--- src/rtl/thd_pkg.sv ---
// Shared types and constants for the tap/hold decision classifier.
`default_nettype none

package thd_pkg;

  // Configuration register map (word index on the APB port).
  localparam int unsigned ADDR_W = 4;
  localparam logic [1:0] REG_TAP_LIMIT = 2'd0;
  localparam logic [1:0] REG_CUE = 2'd1;
  localparam logic [1:0] REG_DENY = 2'd2;

  localparam logic [15:0] TAP_LIMIT_RST = 16'd500;
  localparam logic [15:0] CUE_RST = 16'd1000;
  localparam logic [15:0] DENY_RST = 16'd2000;

  // The percentage quotient is below 100 whenever a division runs, so seven bits suffice.
  localparam int unsigned DIV_STEPS = 7;
  localparam int unsigned CNT_W = $clog2(DIV_STEPS);
  localparam logic [6:0] PCT_FULL = 7'd100;

  typedef enum logic [1:0] {
    DEC_NONE  = 2'd0,
    DEC_ALLOW = 2'd1,
    DEC_DENY  = 2'd2
  } decision_e;

  // Commands from the controller to the datapath.
  typedef struct packed {
    logic accept;
    logic mul;
    logic div_step;
    logic out_load;
  } thd_cmd_t;

  // Status from the datapath to the controller.
  typedef struct packed {
    logic need_div;
    logic out_free;
  } thd_sts_t;

endpackage

`default_nettype wire

--- src/rtl/thd_ctrl.sv ---
// Controller state machine that sequences accept, multiply, divide and output load.
`default_nettype none

module thd_ctrl
  import thd_pkg::*;
(
  input  wire logic     clk_i,
  input  wire logic     rst_ni,
  input  wire logic     in_valid_i,
  output logic          in_ready_o,
  input  wire thd_sts_t sts_i,
  output thd_cmd_t      cmd_o
);

  localparam logic [1:0] S_IDLE = 2'd0;
  localparam logic [1:0] S_MUL  = 2'd1;
  localparam logic [1:0] S_DIV  = 2'd2;
  localparam logic [1:0] S_OUT  = 2'd3;

  localparam logic [CNT_W-1:0] CNT_LAST = CNT_W'(DIV_STEPS - 1);

  logic [1:0]       state_q, state_d;
  logic [CNT_W-1:0] cnt_q, cnt_d;

  always_comb begin
    state_d    = state_q;
    cnt_d      = cnt_q;
    cmd_o      = '0;
    in_ready_o = 1'b0;
    case (state_q)
      S_IDLE: begin
        in_ready_o = 1'b1;
        if (in_valid_i) begin
          cmd_o.accept = 1'b1;
          state_d      = S_MUL;
        end
      end
      S_MUL: begin
        if (sts_i.need_div) begin
          cmd_o.mul = 1'b1;
          cnt_d     = '0;
          state_d   = S_DIV;
        end else begin
          state_d = S_OUT;
        end
      end
      S_DIV: begin
        cmd_o.div_step = 1'b1;
        cnt_d          = cnt_q + 1'b1;
        if (cnt_q == CNT_LAST) begin
          state_d = S_OUT;
        end
      end
      S_OUT: begin
        if (sts_i.out_free) begin
          cmd_o.out_load = 1'b1;
          state_d        = S_IDLE;
        end
      end
      default: begin
        state_d = S_IDLE;
      end
    endcase
  end

  always_ff @(posedge clk_i or negedge rst_ni) begin
    if (!rst_ni) begin
      state_q <= S_IDLE;
      cnt_q   <= '0;
    end else begin
      state_q <= state_d;
      cnt_q   <= cnt_d;
    end
  end

endmodule

`default_nettype wire

--- src/rtl/thd_datapath.sv ---
// Datapath: press state, threshold classification, percentage divider and output register.
`default_nettype none

module thd_datapath
  import thd_pkg::*;
(
  input  wire logic        clk_i,
  input  wire logic        rst_ni,
  input  wire thd_cmd_t    cmd_i,
  output thd_sts_t         sts_o,
  input  wire logic [15:0] tap_limit_i,
  input  wire logic [15:0] cue_i,
  input  wire logic [15:0] deny_i,
  input  wire logic [31:0] now_ms_i,
  input  wire logic        prompt_present_i,
  input  wire logic        prompt_new_i,
  input  wire logic        press_edge_i,
  input  wire logic        button_down_i,
  input  wire logic        release_edge_i,
  output logic             out_valid_o,
  input  wire logic        out_ready_i,
  output logic [1:0]       decision_o,
  output logic             halfway_cue_o,
  output logic [6:0]       hold_percent_o
);

  // Persistent classifier state.
  logic [31:0] press_start_q, press_start_d;
  logic        press_active_q, press_active_d;
  logic        deny_done_q, deny_done_d;
  logic        cue_done_q, cue_done_d;
  logic        answered_q, answered_d;

  // Per-item results held until the output register is loaded.
  decision_e   dec_q, dec_d;
  logic        cue_q, cue_d;
  logic        need_q, need_d;
  logic        sat_q, sat_d;
  logic [15:0] held_lo_q;

  // Divider registers.
  logic [15:0] rem_q;
  logic [6:0]  dq_q;

  logic        out_valid_q;
  logic [1:0]  out_dec_q;
  logic        out_cue_q;
  logic [6:0]  out_pct_q;

  // Classification of one poll, evaluated on the input fields.
  logic        fresh, active, start;
  logic        ans1, pa1, dd1, pa2, dd2, hold_chk, fire_cue, fire_deny, rel, allow;
  logic [31:0] held;

  always_comb begin
    fresh  = prompt_present_i & prompt_new_i;
    ans1   = (fresh | ~prompt_present_i) ? 1'b0 : answered_q;
    pa1    = fresh ? 1'b0 : press_active_q;
    dd1    = fresh ? 1'b0 : deny_done_q;
    active = prompt_present_i & ~ans1;
    start  = active & press_edge_i;

    press_start_d = start ? now_ms_i : press_start_q;
    pa2           = start | pa1;
    dd2           = start ? 1'b0 : dd1;
    held          = now_ms_i - press_start_d;

    hold_chk  = active & pa2 & ~dd2 & button_down_i;
    fire_cue  = hold_chk & (held >= {16'd0, cue_i}) & ~cue_done_q;
    fire_deny = hold_chk & (held >= {16'd0, deny_i});

    if (fire_deny) begin
      cue_done_d = 1'b0;
    end else if (fire_cue) begin
      cue_done_d = 1'b1;
    end else begin
      cue_done_d = cue_done_q;
    end
    deny_done_d = fire_deny | dd2;

    rel   = active & ~fire_deny & release_edge_i & pa2;
    allow = rel & ~dd2 & (held < {16'd0, tap_limit_i});

    press_active_d = rel ? 1'b0 : pa2;
    answered_d     = ans1 | fire_deny | allow;

    if (fire_deny) begin
      dec_d = DEC_DENY;
    end else if (allow) begin
      dec_d = DEC_ALLOW;
    end else begin
      dec_d = DEC_NONE;
    end
    cue_d  = fire_cue;
    need_d = prompt_present_i & press_active_d & ~deny_done_d;
    sat_d  = held >= {16'd0, deny_i};
  end

  always_ff @(posedge clk_i or negedge rst_ni) begin
    if (!rst_ni) begin
      press_start_q  <= '0;
      press_active_q <= 1'b0;
      deny_done_q    <= 1'b0;
      cue_done_q     <= 1'b0;
      answered_q     <= 1'b0;
    end else if (cmd_i.accept) begin
      press_start_q  <= press_start_d;
      press_active_q <= press_active_d;
      deny_done_q    <= deny_done_d;
      cue_done_q     <= cue_done_d;
      answered_q     <= answered_d;
    end
  end

  always_ff @(posedge clk_i) begin
    if (cmd_i.accept) begin
      dec_q     <= dec_d;
      cue_q     <= cue_d;
      need_q    <= need_d;
      sat_q     <= sat_d;
      held_lo_q <= held[15:0];
    end
  end

  // When not saturated the held time is below deny_ms, so it fits in 16 bits.
  logic [22:0] product;
  logic [16:0] trial;
  logic        q_bit;

  always_comb begin
    product = 23'(held_lo_q) * 23'(PCT_FULL);
    trial   = {rem_q, dq_q[6]};
    q_bit   = trial >= {1'b0, deny_i};
  end

  always_ff @(posedge clk_i) begin
    if (cmd_i.mul) begin
      rem_q <= product[22:7];
      dq_q  <= product[6:0];
    end else if (cmd_i.div_step) begin
      rem_q <= q_bit ? 16'(trial - {1'b0, deny_i}) : trial[15:0];
      dq_q  <= {dq_q[5:0], q_bit};
    end
  end

  // Output register.
  logic [6:0] pct_sel;

  always_comb begin
    if (!need_q) begin
      pct_sel = '0;
    end else if (sat_q) begin
      pct_sel = PCT_FULL;
    end else begin
      pct_sel = dq_q;
    end
  end

  always_ff @(posedge clk_i or negedge rst_ni) begin
    if (!rst_ni) begin
      out_valid_q <= 1'b0;
    end else if (cmd_i.out_load) begin
      out_valid_q <= 1'b1;
    end else if (out_ready_i) begin
      out_valid_q <= 1'b0;
    end
  end

  always_ff @(posedge clk_i) begin
    if (cmd_i.out_load) begin
      out_dec_q <= dec_q;
      out_cue_q <= cue_q;
      out_pct_q <= pct_sel;
    end
  end

  assign sts_o.need_div = need_q & ~sat_q;
  assign sts_o.out_free = ~out_valid_q | out_ready_i;

  assign out_valid_o    = out_valid_q;
  assign decision_o     = out_dec_q;
  assign halfway_cue_o  = out_cue_q;
  assign hold_percent_o = out_pct_q;

endmodule

`default_nettype wire

--- src/rtl/tap_hold_decision_classifier_unit.sv ---
// Top level of the tap/hold decision classifier: register port, controller and datapath.
`default_nettype none

// Channel   Direction  Handshake             Payload
// poll      in         in_valid_i/in_ready_o now_ms, prompt_present, prompt_new,
//                                            press_edge, button_down, release_edge
// result    out        out_valid_o/out_ready_i decision, halfway_cue, hold_percent
// config    in         APB psel/penable      tap_limit_ms, cue_ms, deny_ms
//
// A poll transfer is classified in the cycle it is accepted; the press state is updated
// at that edge. The hold percentage then takes one multiply step and seven steps of a
// restoring divider when a percentage must be divided out; when it is zero or saturated
// at 100 both are skipped. The controller is not ready again until the result is loaded.
// The result sits in an output register; the next poll is accepted while it waits.
// The output register only stalls the controller when a new result is ready and the old
// one has not been taken. Reset clears the press state and loads the register defaults.
module tap_hold_decision_classifier_unit
  import thd_pkg::*;
(
  input  wire logic              clk_i,
  input  wire logic              rst_ni,
  // Poll channel.
  input  wire logic              in_valid_i,
  output logic                   in_ready_o,
  input  wire logic [31:0]       now_ms_i,
  input  wire logic              prompt_present_i,
  input  wire logic              prompt_new_i,
  input  wire logic              press_edge_i,
  input  wire logic              button_down_i,
  input  wire logic              release_edge_i,
  // Result channel.
  output logic                   out_valid_o,
  input  wire logic              out_ready_i,
  output logic [1:0]             decision_o,
  output logic                   halfway_cue_o,
  output logic [6:0]             hold_percent_o,
  // Configuration port.
  input  wire logic              psel,
  input  wire logic              penable,
  input  wire logic              pwrite,
  input  wire logic [ADDR_W-1:0] paddr,
  input  wire logic [31:0]       pwdata,
  output logic [31:0]            prdata,
  output logic                   pready
);

  // Configuration registers. A write lands on the access cycle; unused word slots are
  // ignored on write and read back as zero.
  logic [15:0] tap_limit_q, cue_q, deny_q;
  logic        cfg_wr;
  logic [1:0]  cfg_idx;

  assign pready  = 1'b1;
  assign cfg_wr  = psel & penable & pwrite;
  assign cfg_idx = paddr[3:2];

  always_ff @(posedge clk_i or negedge rst_ni) begin
    if (!rst_ni) begin
      tap_limit_q <= TAP_LIMIT_RST;
      cue_q       <= CUE_RST;
      deny_q      <= DENY_RST;
    end else if (cfg_wr) begin
      case (cfg_idx)
        REG_TAP_LIMIT: tap_limit_q <= pwdata[15:0];
        REG_CUE:       cue_q       <= pwdata[15:0];
        REG_DENY:      deny_q      <= pwdata[15:0];
        default: begin
        end
      endcase
    end
  end

  always_comb begin
    case (cfg_idx)
      REG_TAP_LIMIT: prdata = {16'd0, tap_limit_q};
      REG_CUE:       prdata = {16'd0, cue_q};
      REG_DENY:      prdata = {16'd0, deny_q};
      default:       prdata = '0;
    endcase
  end

  // The controller sequences one poll at a time; the datapath holds the classifier state.
  thd_cmd_t cmd;
  thd_sts_t sts;

  thd_ctrl u_ctrl (
    .clk_i      (clk_i),
    .rst_ni     (rst_ni),
    .in_valid_i (in_valid_i),
    .in_ready_o (in_ready_o),
    .sts_i      (sts),
    .cmd_o      (cmd)
  );

  thd_datapath u_dp (
    .clk_i            (clk_i),
    .rst_ni           (rst_ni),
    .cmd_i            (cmd),
    .sts_o            (sts),
    .tap_limit_i      (tap_limit_q),
    .cue_i            (cue_q),
    .deny_i           (deny_q),
    .now_ms_i         (now_ms_i),
    .prompt_present_i (prompt_present_i),
    .prompt_new_i     (prompt_new_i),
    .press_edge_i     (press_edge_i),
    .button_down_i    (button_down_i),
    .release_edge_i   (release_edge_i),
    .out_valid_o      (out_valid_o),
    .out_ready_i      (out_ready_i),
    .decision_o       (decision_o),
    .halfway_cue_o    (halfway_cue_o),
    .hold_percent_o   (hold_percent_o)
  );

  // Once a poll is taken, the controller must be busy on the next cycle.
  a_busy_after_accept : assert property (@(posedge clk_i) disable iff (!rst_ni)
    (in_valid_i && in_ready_o) |=> !in_ready_o)
    else $error("controller ready right after a poll transfer");

  // The percentage never exceeds full scale.
  a_pct_range : assert property (@(posedge clk_i) disable iff (!rst_ni)
    out_valid_o |-> (hold_percent_o <= PCT_FULL))
    else $error("hold percentage above 100");

  // A deny ends the hold, so it never carries a nonzero percentage.
  a_deny_no_pct : assert property (@(posedge clk_i) disable iff (!rst_ni)
    (out_valid_o && decision_o == DEC_DENY) |-> (hold_percent_o == 7'd0))
    else $error("deny result with nonzero hold percentage");

  // An output load only happens when the output register can take it.
  a_load_free : assert property (@(posedge clk_i) disable iff (!rst_ni)
    (out_valid_o && !out_ready_i) |=> !$past(cmd.out_load))
    else $error("result overwritten before transfer");

endmodule

`default_nettype wire

--- config.mk ---
export PLATFORM = sky130hd
export DESIGN_NAME = tap_hold_decision_classifier_unit
export DESIGN_NICKNAME = d
export VERILOG_FILES = /design/src/rtl/thd_pkg.sv /design/src/rtl/thd_ctrl.sv /design/src/rtl/thd_datapath.sv /design/src/rtl/tap_hold_decision_classifier_unit.sv
export SDC_FILE = /design/constraint.sdc
export NUM_CORES = 1
export LEC_CHECK = 0
export ABC_CLOCK_PERIOD_IN_PS = 6200
export BUFFER_PORTS_ARGS = -buffer_cell sky130_fd_sc_hd__buf_2
export CAP_MARGIN = 40
export CELL_PAD_IN_SITES_DETAIL_PLACEMENT = 0
export CELL_PAD_IN_SITES_GLOBAL_PLACEMENT = 2
export CORE_MARGIN = 2
export CORE_UTILIZATION = 38
export CTS_CLUSTER_SIZE = 20
export DETAILED_ROUTE_END_ITERATION = 8
export GPL_TIMING_DRIVEN = 0
export PLACE_DENSITY = 0.84
export SYNTH_ARGS = -nofsm -noshare
export SYNTH_HDL_FRONTEND = slang
export SYNTH_SLANG_ARGS = --single-unit
--- constraint.sdc ---
create_clock -name clk_i -period 6.2 [get_ports clk_i]
set_clock_uncertainty 0.2 [all_clocks]
set_input_delay 0.62 -clock clk_i [delete_from_list [all_inputs] [get_ports clk_i]]
set_output_delay 0.62 -clock clk_i [all_outputs]
set_load 0.05 [all_outputs]
==> summary.txt <==
================================================================================
Run status ........................................................    completed
Die X-Extent ......................................................       182 um
Iteration-0 DRC Markers ...........................................          671
Met2 wirelength from detailed routing .............................      15.3 mm
CTS tree ..........................................................          yes
Total of endpoints with negative setup slack in the final report ..            0
Post-synthesis to final-layout area growth ........................        14.4%
Largest net degree at the start of global routing .................           54
Slew @ Worst Pin ..................................................     0.873 ns
Clock transition at the registers of the reported paths ...........      0.06 ns
H-tree lvl count ..................................................            4
Final critical-path required period ...............................      5.82 ns
DR top layer ......................................................         met4
Number of pins with negative max-slew slack in the final report ...            0
Number of library cell types mapped by synthesis ..................           92
First-pass GRT wire length ........................................      53.1 mm
Max stage delay cell, worst path .................................. sky130_fd_sc_hd__a22oi_1
Number of warnings printed during yosys synthesis .................            0
Post-Synthesis Cells ..............................................        1,334
Clock Tree Root ................................................... sky130_fd_sc_hd__clkbuf_16
Avg Synthesized Cell Area .........................................    9.04 um^2
Worst hold stages .................................................            0
Crit path DAT .....................................................      5.81 ns
Most used cells in the layout excluding fill and tap cells ........ 146 x sky130_fd_sc_hd__ha_1, 134 x sky130_fd_sc_hd__nand2_1, 128 x sky130_fd_sc_hd__inv_1
Largest cells by area after synthesis ............................. sky130_fd_sc_hd__ha_1 15%, sky130_fd_sc_hd__dfrtp_1 15%, sky130_fd_sc_hd__edfxtp_1 13%, sky130_fd_sc_hd__o21ai_0 5.0%, sky130_fd_sc_hd__nand2_1 4.2%
Gate family responsible for the most delay along the worst path ... simple AND/OR/NAND/NOR gates
Reg2reg setup slack ...............................................      0.38 ns
Worst flop-to-flop path startpoint ................................ u_dp.answered_q$_DFFE_PN0P_
Pwr/cell area .....................................................  555 mW/mm^2
CTS Buf Count .....................................................           17
Share of synthesized registers carrying an async set or reset .....        0.625
Terminating pin of the worst hold path ............................ u_dp.halfway_cue_o$_DFFE_PP_
Peak fanout along the critical path ...............................           10
Count of TritonRoute iterations in the first routing pass .........            5
Aggregate routed wire length ......................................      33.5 mm
Via count .........................................................        9,971
Routed met1 length ................................................      16.3 mm
Number of placed instances with taps included .....................        1,840
Final HPWL from detailed placement ................................      26.7 mm
Count of clock tree sinks .........................................          144
Mapped cell area ..................................................  0.0121 mm^2
Max capacitance violation total ...................................            0
Overall die area ..................................................  0.0332 mm^2
Starting Density ..................................................        0.384
Leakage power .....................................................      6.34 nW
Share of synthesized area occupied by flip-flops and latches ......        0.321
Bufs and invs on worst path .......................................            4
Slowest Stage Delay on Critical Path ..............................      0.44 ns
Insertion delay to the later sink of the worst-skew pair ..........      0.45 ns
Via count of the first global-routing pass ........................        9,693
Final number of hold-violating endpoints ..........................            0
Wirelength per Cell ...............................................      17.9 um
Cell repeated most along the worst path ........................... sky130_fd_sc_hd__a21oi_1
Crit start category ...............................................    flip-flop
Largest vdd supply drop ...........................................     0.209 mV
Worst R2R Path Depth ..............................................           27
Most frequently used flop master after synthesis .................. sky130_fd_sc_hd__dfrtp_1
Antenna viol nets, final ..........................................            0
I/O pin count .....................................................          125
Residual overflow from global routing .............................            0
Floorplan core area ...............................................  0.0314 mm^2
Layout cells sized above 1 ........................................        0.159
Vert. Die Dim .....................................................       182 um
Final period util .................................................        0.939
Amount of wire on met3 after detailed routing .....................      1.23 mm
Total Power Consumption ...........................................      7.66 mW
Post-synth top area cell .......................................... sky130_fd_sc_hd__ha_1
Type of destination of the critical path ..........................    flip-flop
Number of antenna violations at the first check in global routing .            1
Max-slew headroom .................................................        0.418
Fmax ..............................................................      172 MHz
NumNets Final .....................................................        1,699
DRC violations left ...............................................            0
Total global routing track utilization ............................        0.207
Commonest non-fill, non-tap cell in the layout .................... sky130_fd_sc_hd__ha_1
CP Class .......................................................... flip-flop to flip-flop
# port buffers ....................................................           85
Flop and latch count out of synthesis .............................          144
Number of flops mapped to enable cells by yosys ...................           52
CP Data Required Time .............................................      6.19 ns
Endpoint of the worst-slack reg-to-reg timing path ................ u_dp.need_q$_DFFE_PP_
GP Congestion .....................................................        0.865
Hold Startpoint ................................................... u_dp.cue_q$_DFFE_PP_
Total negative slack ..............................................         0 ns
Proportion of netlist area held by the largest area contributor ...        0.152
Setup repair after global routing missed its margin ...............        false
Worst hold-check path type ........................................ flip-flop to flip-flop
Final Instance Count excl. Fillers ................................        1,876
Maximum clock path buffer count ...................................            2
Detail-routed via count per cell ..................................         5.32
Cell row count ....................................................           65
================================================================================
==> worst register-to-register path: cells and delay by family (launching register included) <==
kind | cells | cell delay, ns
XOR/XNOR | 1 | 0.23
AO/OA/AOI/OAI | 9 | 1.65
adder cells (fa/ha/maj) | 3 | 0.73
AND/OR/NAND/NOR | 10 | 1.71
flip-flops | 1 | 0.36
buffers and inverters | 4 | 0.72
==> cells in the mapped netlist (3+ instances only) <==
cell and n:
sky130_fd_sc_hd__a2111oi_0 3, sky130_fd_sc_hd__a211o_1 3, sky130_fd_sc_hd__a211oi_1 6, sky130_fd_sc_hd__a21boi_0 7, sky130_fd_sc_hd__a21o_1 32, sky130_fd_sc_hd__a21oi_1 77, sky130_fd_sc_hd__a311oi_1 4, sky130_fd_sc_hd__a31o_2 3
sky130_fd_sc_hd__a31oi_1 9, sky130_fd_sc_hd__and2_1 13, sky130_fd_sc_hd__and3_1 3, sky130_fd_sc_hd__buf_1 4, sky130_fd_sc_hd__buf_2 4, sky130_fd_sc_hd__buf_4 18, sky130_fd_sc_hd__clkbuf_1 40, sky130_fd_sc_hd__dfrtp_1 72
sky130_fd_sc_hd__dfstp_2 18, sky130_fd_sc_hd__edfxtp_1 52, sky130_fd_sc_hd__fa_1 12, sky130_fd_sc_hd__ha_1 147, sky130_fd_sc_hd__inv_1 128, sky130_fd_sc_hd__mux2_2 35, sky130_fd_sc_hd__mux2i_1 48, sky130_fd_sc_hd__nand2_1 134
sky130_fd_sc_hd__nand2b_1 14, sky130_fd_sc_hd__nand3_1 29, sky130_fd_sc_hd__nand4_1 15, sky130_fd_sc_hd__nor2_1 54, sky130_fd_sc_hd__nor2b_1 17, sky130_fd_sc_hd__nor3_1 20, sky130_fd_sc_hd__nor3b_1 3, sky130_fd_sc_hd__nor4_1 4
sky130_fd_sc_hd__o2111ai_1 7, sky130_fd_sc_hd__o211ai_1 11, sky130_fd_sc_hd__o21a_1 17, sky130_fd_sc_hd__o21ai_0 121, sky130_fd_sc_hd__o21ai_1 5, sky130_fd_sc_hd__o21bai_1 9, sky130_fd_sc_hd__o22ai_1 4, sky130_fd_sc_hd__o31a_1 3
sky130_fd_sc_hd__o31ai_1 6, sky130_fd_sc_hd__or3_1 10, sky130_fd_sc_hd__xnor2_1 33, sky130_fd_sc_hd__xor2_1 16
==> metrics by stage <==
stage	worst slack (ns)	util	cell area, um^2	hold WS, ns
CTS	0.0862	0.438	13700	0.204
global route	0.0173	0.440	13800	0.226
floorplan	0.725	-	12100	0.124
global placement	-0.906	0.416	13000	0.205
finish	0.379	0.440	13800	0.223
detailed placement	-0.768	0.418	13100	0.210
==> state kept, by name (all words and copies together) (netlist names) <==
register / flops
u_dp.halfway_cue_o: 1
u_dp.rem_q: 16
u_dp.dec_q: 2
u_dp.sat_q: 1
u_dp.press_start_q: 32
u_dp.need_q: 1
deny_q: 16
u_dp.cue_done_q: 1
cue_q: 16
u_dp.answered_q: 1
u_dp.held_lo_q: 16
u_dp.press_active_q: 1
u_dp.cue_q: 1
u_ctrl.cnt_q: 3
tap_limit_q: 16
u_dp.hold_percent_o: 7
u_dp.deny_done_q: 1
u_dp.dq_q: 7
u_ctrl.state_q: 2
u_dp.decision_o: 2
u_dp.out_valid_o: 1
==> power by group <==
| group | switching (mW) | internal (mW) | leakage [nW] |
|---|---|---|---|
| Combinational | 2.93 | 2.00 | 4.48 |
| Clock | 0.438 | 0.618 | 0.289 |
| Sequential | 0.219 | 1.45 | 1.57 |
==> worst max path at each step <==
stage / start / endpoint / slack, ns / cells after the start
floorplan: prompt_new_i / u_dp.answered_q$_DFFE_PN0P_ / 0.73 / 25
global placement: prompt_new_i / u_dp.cue_q$_DFFE_PP_ / -0.91 / 20
detailed placement: prompt_new_i / u_dp.answered_q$_DFFE_PN0P_ / -0.77 / 25
CTS: u_dp.answered_q$_DFFE_PN0P_ / u_dp.need_q$_DFFE_PP_ / 0.09 / 25
global route: u_dp.answered_q$_DFFE_PN0P_ / u_dp.answered_q$_DFFE_PN0P_ / 0.02 / 27
finish: u_dp.answered_q$_DFFE_PN0P_ / u_dp.need_q$_DFFE_PP_ / 0.38 / 27
==> routing by layer <==
layer / up-vias / global-route usage
met5: - / 0
met4: 0 / 0.0684
met3: 38 / 0.0255
met2: 210 / 0.333
met1: 4736 / 0.289
li1: 4987 / -
==> cell type report <==
| type | count | area (um^2) |
|---|---|---|
| inverter | 128 | 480 |
| antenna | 1 | 2.50 |
| fill | 3127 | 17600 |
| clock inverter | 11 | 131 |
| timing repair buffer | 92 | 531 |
| tap | 402 | 503 |
| buffer | 68 | 349 |
| clock buffer | 21 | 460 |
| sequential | 144 | 3880 |
| multi-input combinational | 1009 | 7470 |
==> what timing repair did <==
item | 4_1_cts | 5_1_grt
gates cloned | 0 | 0
hold endpoints to repair | 25 | 0
endpoints found under the setup margin | 9 | 9
resized for setup | 4 | 12
pin swaps | 1 | 2
hold buffers | 1 | 0
setup buffers | 0 | 2
==> kinds of logic after synthesis <==
| kind of cell | Yosys count | share of synthesized area |
|---|---|---|
| flops | 144 | 0.321 |
| fa+ha+maj | 161 | 0.174 |
| mux | 83 | 0.0725 |
| other cells | 2 | 0.000623 |
| compound gates | 361 | 0.191 |
| xor+xnor | 49 | 0.0356 |
| buf+inv | 196 | 0.0677 |
| simple gates | 338 | 0.137 |
No activity file was read; power rests on OpenSTA's default activity.
